File: src/sv/tctr_pkg.sv
// Shared constants and types for the tile column to row transposer.
package tctr_pkg;

  localparam int MAX_ROW_BYTES = 64;
  localparam int CFG_W = 7;
  localparam logic [CFG_W-1:0] ROW_BYTES_RESET = 7'd50;

  localparam int NUM_BANKS = 8;
  localparam int BANK_SEL_W = 3;
  localparam logic [2:0] LAST_ROW = 3'd7;

  localparam logic OP_PUSH = 1'b0;
  localparam logic OP_PULL = 1'b1;

  localparam logic [1:0] STATUS_OK = 2'd0;
  localparam logic [1:0] STATUS_PUSH_FULL = 2'd1;
  localparam logic [1:0] STATUS_PULL_EMPTY = 2'd2;

  // Word held between the bank read and the output register.
  typedef struct packed {
    logic       valid;
    logic       data_valid;
    logic       row_last;
    logic       band_last;
    logic [1:0] status;
    logic [2:0] row;
  } stage_t;

endpackage

File: src/sv/tctr_bank_ram.sv
// One byte-wide bank of the band store, with a registered read port.
module tctr_bank_ram #(
  parameter int Depth = tctr_pkg::MAX_ROW_BYTES,
  parameter int AddrW = 6
) (
  input  logic             clk_i,
  input  logic             we_i,
  input  logic [AddrW-1:0] waddr_i,
  input  logic [7:0]       wdata_i,
  input  logic             re_i,
  input  logic [AddrW-1:0] raddr_i,
  output logic [7:0]       rdata_o
);

  logic [7:0] mem [Depth];
  logic [7:0] rdata_q;

  always_ff @(posedge clk_i) begin
    if (we_i) begin
      mem[waddr_i] <= wdata_i;
    end
  end

  always_ff @(posedge clk_i) begin
    if (re_i) begin
      rdata_q <= mem[raddr_i];
    end
  end

  assign rdata_o = rdata_q;

endmodule

File: src/sv/tctr_ctrl.sv
// Band bookkeeping: load and emit counters, store addressing and first pipeline stage.
module tctr_ctrl #(
  parameter int MaxRowBytes = tctr_pkg::MAX_ROW_BYTES,
  parameter int IdxW = 6
) (
  input  logic                         clk_i,
  input  logic                         rst_ni,
  input  logic                         cfg_we_i,
  input  logic [tctr_pkg::CFG_W-1:0]   cfg_wdata_i,
  input  logic                         in_valid_i,
  input  logic                         in_op_i,
  input  logic [7:0]                   in_byte_i,
  input  logic                         advance_i,
  output logic [tctr_pkg::NUM_BANKS-1:0] wr_en_o,
  output logic [IdxW-1:0]              wr_addr_o,
  output logic [7:0]                   wr_data_o,
  output logic [IdxW-1:0]              rd_addr_o,
  output tctr_pkg::stage_t             stage_o
);

  localparam int AddrW = IdxW + tctr_pkg::BANK_SEL_W;
  localparam int RbW = ($clog2(MaxRowBytes + 1) > tctr_pkg::CFG_W) ?
                       $clog2(MaxRowBytes + 1) : tctr_pkg::CFG_W;
  localparam int CmpW = RbW + tctr_pkg::BANK_SEL_W;

  logic [tctr_pkg::CFG_W-1:0] row_bytes_q;
  logic [AddrW-1:0] load_count_q, load_count_d;
  logic             band_full_q, band_full_d;
  logic [2:0]       emit_row_q, emit_row_d;
  logic [IdxW-1:0]  emit_index_q, emit_index_d;
  tctr_pkg::stage_t stage_q, stage_d;

  logic [RbW-1:0]  rb_raw, rb_eff;
  logic [CmpW-1:0] band_size, load_next, index_next;
  logic            accept, push_ok;

  assign accept = in_valid_i && advance_i;

  always_comb begin
    rb_raw = RbW'(row_bytes_q);
    if (rb_raw == '0) begin
      rb_eff = RbW'(1);
    end else if (rb_raw > RbW'(MaxRowBytes)) begin
      rb_eff = RbW'(MaxRowBytes);
    end else begin
      rb_eff = rb_raw;
    end
  end

  assign band_size  = {rb_eff, 3'b000};
  assign load_next  = CmpW'(load_count_q) + CmpW'(1);
  assign index_next = CmpW'(emit_index_q) + CmpW'(1);
  assign push_ok    = accept && (in_op_i == tctr_pkg::OP_PUSH) && !band_full_q;

  always_comb begin
    load_count_d = load_count_q;
    band_full_d  = band_full_q;
    emit_row_d   = emit_row_q;
    emit_index_d = emit_index_q;

    stage_d            = stage_q;
    stage_d.valid      = stage_q.valid;

    if (advance_i) begin
      stage_d.valid      = in_valid_i;
      stage_d.data_valid = 1'b0;
      stage_d.row_last   = 1'b0;
      stage_d.band_last  = 1'b0;
      stage_d.status     = tctr_pkg::STATUS_OK;
      stage_d.row        = emit_row_q;
    end

    if (accept) begin
      if (in_op_i == tctr_pkg::OP_PUSH) begin
        if (band_full_q) begin
          stage_d.status = tctr_pkg::STATUS_PUSH_FULL;
        end else if (load_next >= band_size) begin
          band_full_d  = 1'b1;
          load_count_d = '0;
          emit_row_d   = '0;
          emit_index_d = '0;
        end else begin
          load_count_d = load_next[AddrW-1:0];
        end
      end else begin
        if (!band_full_q) begin
          stage_d.status = tctr_pkg::STATUS_PULL_EMPTY;
        end else begin
          stage_d.data_valid = 1'b1;
          if (index_next >= CmpW'(rb_eff)) begin
            stage_d.row_last = 1'b1;
            emit_index_d     = '0;
            if (emit_row_q == tctr_pkg::LAST_ROW) begin
              stage_d.band_last = 1'b1;
              band_full_d       = 1'b0;
              emit_row_d        = '0;
            end else begin
              emit_row_d = emit_row_q + 3'd1;
            end
          end else begin
            emit_index_d = index_next[IdxW-1:0];
          end
        end
      end
    end
  end

  // The low bits of the load position pick the bank, the rest the row within it.
  always_comb begin
    wr_en_o = '0;
    wr_en_o[load_count_q[tctr_pkg::BANK_SEL_W-1:0]] = push_ok;
  end

  assign wr_addr_o = load_count_q[AddrW-1:tctr_pkg::BANK_SEL_W];
  assign wr_data_o = in_byte_i;
  assign rd_addr_o = emit_index_q;
  assign stage_o   = stage_q;

  always_ff @(posedge clk_i or negedge rst_ni) begin
    if (!rst_ni) begin
      row_bytes_q  <= tctr_pkg::ROW_BYTES_RESET;
      load_count_q <= '0;
      band_full_q  <= 1'b0;
      emit_row_q   <= '0;
      emit_index_q <= '0;
      stage_q      <= '0;
    end else begin
      if (cfg_we_i) begin
        row_bytes_q <= cfg_wdata_i;
      end
      load_count_q <= load_count_d;
      band_full_q  <= band_full_d;
      emit_row_q   <= emit_row_d;
      emit_index_q <= emit_index_d;
      stage_q      <= stage_d;
    end
  end

endmodule

File: src/sv/tctr_out_stage.sv
// Gathers one row byte from the eight bank outputs and holds it in the output register.
module tctr_out_stage (
  input  logic                               clk_i,
  input  logic                               rst_ni,
  input  tctr_pkg::stage_t                   stage_i,
  input  logic [tctr_pkg::NUM_BANKS-1:0][7:0] bank_data_i,
  input  logic                               out_ready_i,
  output logic                               advance_o,
  output logic                               out_valid_o,
  output logic [7:0]                         row_byte_o,
  output logic                               data_valid_o,
  output logic                               row_last_o,
  output logic                               band_last_o,
  output logic [1:0]                         status_o
);

  logic       out_valid_q;
  logic [7:0] row_byte_q, row_byte_d;
  logic       data_valid_q, row_last_q, band_last_q;
  logic [1:0] status_q;
  logic       take;

  assign take      = stage_i.valid && (!out_valid_q || out_ready_i);
  assign advance_o = !stage_i.valid || take;

  // Bank k holds the k-th pixel from the left, which lands in bit 7-k.
  always_comb begin
    row_byte_d = '0;
    for (int k = 0; k < tctr_pkg::NUM_BANKS; k++) begin
      row_byte_d[7-k] = bank_data_i[k][stage_i.row];
    end
    if (!stage_i.data_valid) begin
      row_byte_d = '0;
    end
  end

  always_ff @(posedge clk_i or negedge rst_ni) begin
    if (!rst_ni) begin
      out_valid_q <= 1'b0;
    end else if (take) begin
      out_valid_q <= 1'b1;
    end else if (out_ready_i) begin
      out_valid_q <= 1'b0;
    end
  end

  always_ff @(posedge clk_i) begin
    if (take) begin
      row_byte_q   <= row_byte_d;
      data_valid_q <= stage_i.data_valid;
      row_last_q   <= stage_i.row_last;
      band_last_q  <= stage_i.band_last;
      status_q     <= stage_i.status;
    end
  end

  assign out_valid_o  = out_valid_q;
  assign row_byte_o   = row_byte_q;
  assign data_valid_o = data_valid_q;
  assign row_last_o   = row_last_q;
  assign band_last_o  = band_last_q;
  assign status_o     = status_q;

endmodule

File: src/sv/tile_column_to_row_transposer.sv
// Top level of the tile column to row transposer: control, eight store banks, output stage.
//
//   channel   direction  tdata                                  tuser       tlast
//   s_axis    in         [7:0] column_byte                      operation   -
//   m_axis    out        [7:0] row_byte, [8] data_valid,        row_last    band_last
//                        [10:9] status
//   cfg       in         cfg_wdata_i = row_bytes, cfg_we_i strobe
//
// One word is accepted per cycle while s_axis_tready is high; each result passes through
// the registered read of the eight store banks and then the output register.
// Reset clears the counters and the band-full flag; the store itself is not cleared.
// When m_axis stalls, the bank read and output registers hold and s_axis_tready
// drops only once both are occupied.
module tile_column_to_row_transposer #(
  parameter int MaxRowBytes = tctr_pkg::MAX_ROW_BYTES
) (
  input  logic                       clk_i,
  input  logic                       rst_ni,
  input  logic                       cfg_we_i,
  input  logic [tctr_pkg::CFG_W-1:0] cfg_wdata_i,
  input  logic                       s_axis_tvalid,
  output logic                       s_axis_tready,
  input  logic [7:0]                 s_axis_tdata,  // [7:0] column_byte
  input  logic                       s_axis_tuser,  // [0] operation
  output logic                       m_axis_tvalid,
  input  logic                       m_axis_tready,
  output logic [15:0]                m_axis_tdata,  // [7:0] row_byte, [8] data_valid,
                                                    // [10:9] status
  output logic                       m_axis_tuser,  // [0] row_last
  output logic                       m_axis_tlast
);

  localparam int IdxW = (MaxRowBytes > 1) ? $clog2(MaxRowBytes) : 1;

  logic [tctr_pkg::NUM_BANKS-1:0]      wr_en;
  logic [IdxW-1:0]                     wr_addr, rd_addr;
  logic [7:0]                          wr_data;
  logic [tctr_pkg::NUM_BANKS-1:0][7:0] bank_data;
  tctr_pkg::stage_t                    stage;
  logic                                advance;
  logic [7:0]                          row_byte;
  logic                                data_valid;
  logic [1:0]                          status;

  tctr_ctrl #(
    .MaxRowBytes(MaxRowBytes),
    .IdxW       (IdxW)
  ) u_ctrl (
    .clk_i      (clk_i),
    .rst_ni     (rst_ni),
    .cfg_we_i   (cfg_we_i),
    .cfg_wdata_i(cfg_wdata_i),
    .in_valid_i (s_axis_tvalid),
    .in_op_i    (s_axis_tuser),
    .in_byte_i  (s_axis_tdata),
    .advance_i  (advance),
    .wr_en_o    (wr_en),
    .wr_addr_o  (wr_addr),
    .wr_data_o  (wr_data),
    .rd_addr_o  (rd_addr),
    .stage_o    (stage)
  );

  for (genvar b = 0; b < tctr_pkg::NUM_BANKS; b++) begin : g_bank
    tctr_bank_ram #(
      .Depth(MaxRowBytes),
      .AddrW(IdxW)
    ) u_bank (
      .clk_i  (clk_i),
      .we_i   (wr_en[b]),
      .waddr_i(wr_addr),
      .wdata_i(wr_data),
      .re_i   (advance),
      .raddr_i(rd_addr),
      .rdata_o(bank_data[b])
    );
  end

  tctr_out_stage u_out (
    .clk_i       (clk_i),
    .rst_ni      (rst_ni),
    .stage_i     (stage),
    .bank_data_i (bank_data),
    .out_ready_i (m_axis_tready),
    .advance_o   (advance),
    .out_valid_o (m_axis_tvalid),
    .row_byte_o  (row_byte),
    .data_valid_o(data_valid),
    .row_last_o  (m_axis_tuser),
    .band_last_o (m_axis_tlast),
    .status_o    (status)
  );

  assign s_axis_tready = advance;
  assign m_axis_tdata  = {5'b00000, status, data_valid, row_byte};

endmodule

File: config.mk
export PLATFORM = sky130hd
export DESIGN_NAME = tile_column_to_row_transposer
export DESIGN_NICKNAME = d
export VERILOG_FILES = /design/src/sv/tctr_pkg.sv /design/src/sv/tctr_bank_ram.sv /design/src/sv/tctr_ctrl.sv /design/src/sv/tctr_out_stage.sv /design/src/sv/tile_column_to_row_transposer.sv
export SDC_FILE = /design/constraint.sdc
export NUM_CORES = 2
export LEC_CHECK = 0
export BUFFER_PORTS_ARGS = -buffer_cell sky130_fd_sc_hd__buf_2
export CAP_MARGIN = 10
export CORE_ASPECT_RATIO = 0.7
export CORE_UTILIZATION = 60
export DETAILED_ROUTE_END_ITERATION = 10
export MAX_ROUTING_LAYER = met4
export PLACE_DENSITY = 0.76
export SYNTH_ARGS = -nofsm -noshare
export SYNTH_HDL_FRONTEND = slang
export SYNTH_SLANG_ARGS = --single-unit
File: constraint.sdc
create_clock -name clk_i -period 9 [get_ports clk_i]
set_clock_uncertainty 0.15 [all_clocks]
set_input_delay 1.35 -clock clk_i [delete_from_list [all_inputs] [get_ports clk_i]]
set_output_delay 1.35 -clock clk_i [all_outputs]
set_load 0.01 [all_outputs]
==> impl_results.md <==
* Status: finished, final reports clean
* Pin count of the biggest net entering global routing at around 200
* Crit-path most repeated cell: buf_4
* Post-route cell area at roughly 180000 um2
* Leak at 54.5 nW
* Most common flop cell mapped by yosys: edfxtp_1
* Hold Crit Start: u_ctrl.stage_o[4]$_DFF_PN0_
* CP top delay family: buffers and inverters
* Slowest stage delay, CP at 1.06 ns
* Via density at 7.11
* R2R Path Start: u_ctrl.rd_addr_o[0]$_DFFE_PN0P_
* Avg Cell Area, Syn at ~22 um2
* Final Wtd Congestion at 0.910
* TritonCTS sink count at around 4200
* Max Buffers Root-to-Sink at 4
* Clock Pin Slew Worst Setup and Hold Paths at 0.07 ns
* PortBufs at 35
* Setup TNS at 0 ns
* Root Driver: clkbuf_16
* Area Growth Syn to Fin at 9.69%
* Post-synth ARST share at 0.855%
* CP max-delay cell: dfrtp_4
* Final Hold Violating Endpoints at 0
* Worst slew pin tran at 1.36 ns
* Synth Cell Area at 162000 um2
* RR Endpoint: g_bank[0].u_bank.rdata_o[3]$_DFFE_PP_
* Synthesized flop and latch total at 4209
* Number of synthesized flops with an enable pin at around 4200
* Placed Area at 166000 um2
* CTS resizes at 0
* Sequential share of the synthesized area at between 70% and 80%
* Overflow after GRT at 0
* Post-CTS setup buffers at 0
* Power per cell area at 285 nW/um2
* Routed Antenna Nets at 0
* Clk Latency, worst-skew pair at 0.89 ns
* YS warnings at 0
* Fraction of layout cells with a size suffix above 1 at roughly 23%
* Final min period at 4.59 ns
* Worst Path Max Fanout at 48
* Critical path startpoint category: register
* Max Slew Vio Count at 0
* DIE AREA at 272000 um2
* Synth area leaders: edfxtp_1 77%, mux4_2 14%, a22oi_1 1.4%
* Residual DRC count at 0
* Via count at 80600
* Worst EP arrival at about 5 ns
* Clock buffer count from CTS at 360
* Worst path required time at around 9.4 ns
* Die X at 623 um
* Tot GR Track Use at 31.3%
* Kind of critical path: register to register
* MaxCap Viol Count at 0
* Initial antenna violation count at 23
* Peak VDD IR at 0.347 mV
* Top cell type's share of synthesized area at 77.4%
* Final WS setup at 4.41 ns
* Iteration-0 DRC Markers at 13800
* Worst path cell trace: buf_4, buf_4, mux4_2, a22oi_1, a21oi_1, nor2_1, a311oi_1
* Cells on worst reg2reg path at 7
* IO Pins at 41
* Area leader, netlist: edfxtp_1
* Slew Limit Headroom at 9.12%
* First-pass GRT wire length at ~580 mm
* Synth Instances at 7389
* Hold endpoint: u_out.status_o[1]$_DFFE_PP_
* WL final at 412 mm
* Setup violators final at 0
* Post-DP HPWL at 237 mm
* Fin nets at 7537
* Initial Util at roughly three fifths
* Post-Place Worst Slack at around 4.3 ns
* Die height at 437 um
* Synth cell types at 57
* Type of destination of the critical path: register
* Final Cycle Share at 51.0%
* Vias in the first global route at 78900
* Detailed-router iteration count before antenna repair at 9
* Core area at approximately 270000 um2
* CP bufs+invs at 2
* CTS tree: built
* RSZ-0062 raised after global routing: no
* H-tree depth at 5
* Core Rows at ~160
* Worst Hold Path Cells at 0
* Cts hold-fix bufs at 0
* Achievable clock frequency at 218 MHz
* Worst min-delay path class: register to register
* Tot Pwr at approximately 50 mW
* Routed WL per cell at about 36 um
* R2r setup slk at 4.41 ns
worst max path at each step:
stage	start	slack (ns)	endpoint	cells after the start
after floorplan	m_axis_tready	3.86	s_axis_tready	4
after global placement	m_axis_tready	4.38	g_bank[5].u_bank.mem[63][1]$_DFFE_PP_	9
after detailed placement	m_axis_tready	4.32	g_bank[5].u_bank.mem[63][1]$_DFFE_PP_	9
after CTS	u_ctrl.rd_addr_o[0]$_DFFE_PN0P_	4.34	g_bank[0].u_bank.rdata_o[3]$_DFFE_PP_	7
after global routing	u_ctrl.rd_addr_o[0]$_DFFE_PN0P_	4.17	g_bank[0].u_bank.rdata_o[3]$_DFFE_PP_	7
final	u_ctrl.rd_addr_o[0]$_DFFE_PN0P_	4.41	g_bank[0].u_bank.rdata_o[3]$_DFFE_PP_	7
kinds of logic (layout without fill, tap and decap cells):
kind of cell / after synthesis / after routing / share of synthesized area (%)
flip-flops: 4209 / 4209 / 78.0
buffers and inverters: 455 / 839 / 1.46
AO/OA/AOI/OAI: 677 / 677 / 3.06
multiplexers: 1122 / 1122 / 15.0
AND/OR/NAND/NOR: 894 / 894 / 2.31
XOR/XNOR: 10 / 10 / 0.0541
adder cells (fa/ha/maj): 21 / 21 / 0.162
other: 1 / 33 / 0.00232
cell type report:
type	instances	area, um2
fillers	16100	90600
multi-input cells	2729	33500
well taps	3542	4430
clock buffers	446	9550
flip-flops and latches	4209	126000
clock inverters	198	2050
inverters	11	47.5
repair buffers	184	1710
diodes	28	70.1
per-stage QoR:
stage	utilization [%]	std cells	hold slack (ns)
6_report	66.2	11300	0.338
4_1_cts	66.2	11300	0.340
3_5_place_dp	61.8	10700	0.324
5_1_grt	66.2	11300	0.338
3_3_place_gp	61.8	10700	0.323
2_1_floorplan	-	7393	0.275
sequential cells by signal, indices dropped and copies added (netlist names):
register and flops:
g_bank.u_bank.mem 4096, g_bank.u_bank.rdata_o 64, u_ctrl.load_count_q 9, u_ctrl.stage_o 9, u_out.row_byte_o 8, u_ctrl.rb_raw 7, u_ctrl.rd_addr_o 6, u_ctrl.emit_row_q 3
u_out.status_o 2, u_ctrl.band_full_q 1, u_out.band_last_o 1, u_out.data_valid_o 1, u_out.out_valid_o 1, u_out.row_last_o 1
metal layers:
metal	wire, um	GRT usage, %
met5	0	-
met3	63200	9.46
met2	181000	43.0
met4	15800	10.3
met1	151000	45.3
synth_stat cells, drive strengths merged, types with 22 or more instances:
cell       n
edfxtp  4173
o22ai     45
a21oi     70
nor2     554
nand2    152
mux2i     73
a211o     45
mux4    1040
dfrtp     33
clkbuf   208
nand3    104
and3      22
o21ai     58
a22o      93
buf      236
a22oi    294
layout by cell type, fill, tap and decap left out, types with 7 or more instances in the layout:
cell type	instances
a211o_1	45
a211oi_1	19
a21oi_1	70
a22o_1	93
a22oi_1	294
a311oi_1	19
and3_1	22
buf_12	24
buf_2	27
buf_4	123
buf_8	8
bufinv_16	41
clkbuf_1	74
clkbuf_16	369
clkinv_1	71
clkinv_2	59
clkinvlp_4	11
dfrtp_1	26
diode_2	28
edfxtp_1	4173
ha_1	21
inv_1	8
inv_6	8
mux2_2	9
mux2i_1	72
mux4_2	1040
nand2_1	136
nand2_2	16
nand3_1	102
nand4_1	8
nor2_1	545
nor2_4	7
nor2b_1	12
nor3_1	8
nor3b_1	7
o21ai_0	48
o21ai_1	10
o22ai_1	45
o32ai_1	19
worst register-to-register path, stage by stage, from the launching register on:
cell and delay, ns:
dfrtp_4 1.06, buf_4 0.70, buf_4 0.89, mux4_2 0.65
a22oi_1 0.30, a21oi_1 0.19, nor2_1 0.27, a311oi_1 0.08
report_power, final:
group / leakage (nW) / internal, mW / total (mW) / switching (mW)
Combinational: 10.8 / 5.30 / 12.7 / 7.44
Sequential: 38.0 / 21.9 / 22.1 / 0.265
Clock: 5.66 / 8.73 / 15.7 / 6.99
Total: 54.5 / 35.9 / 50.6 / 14.7
No activity file was read; power rests on OpenSTA's default activity.
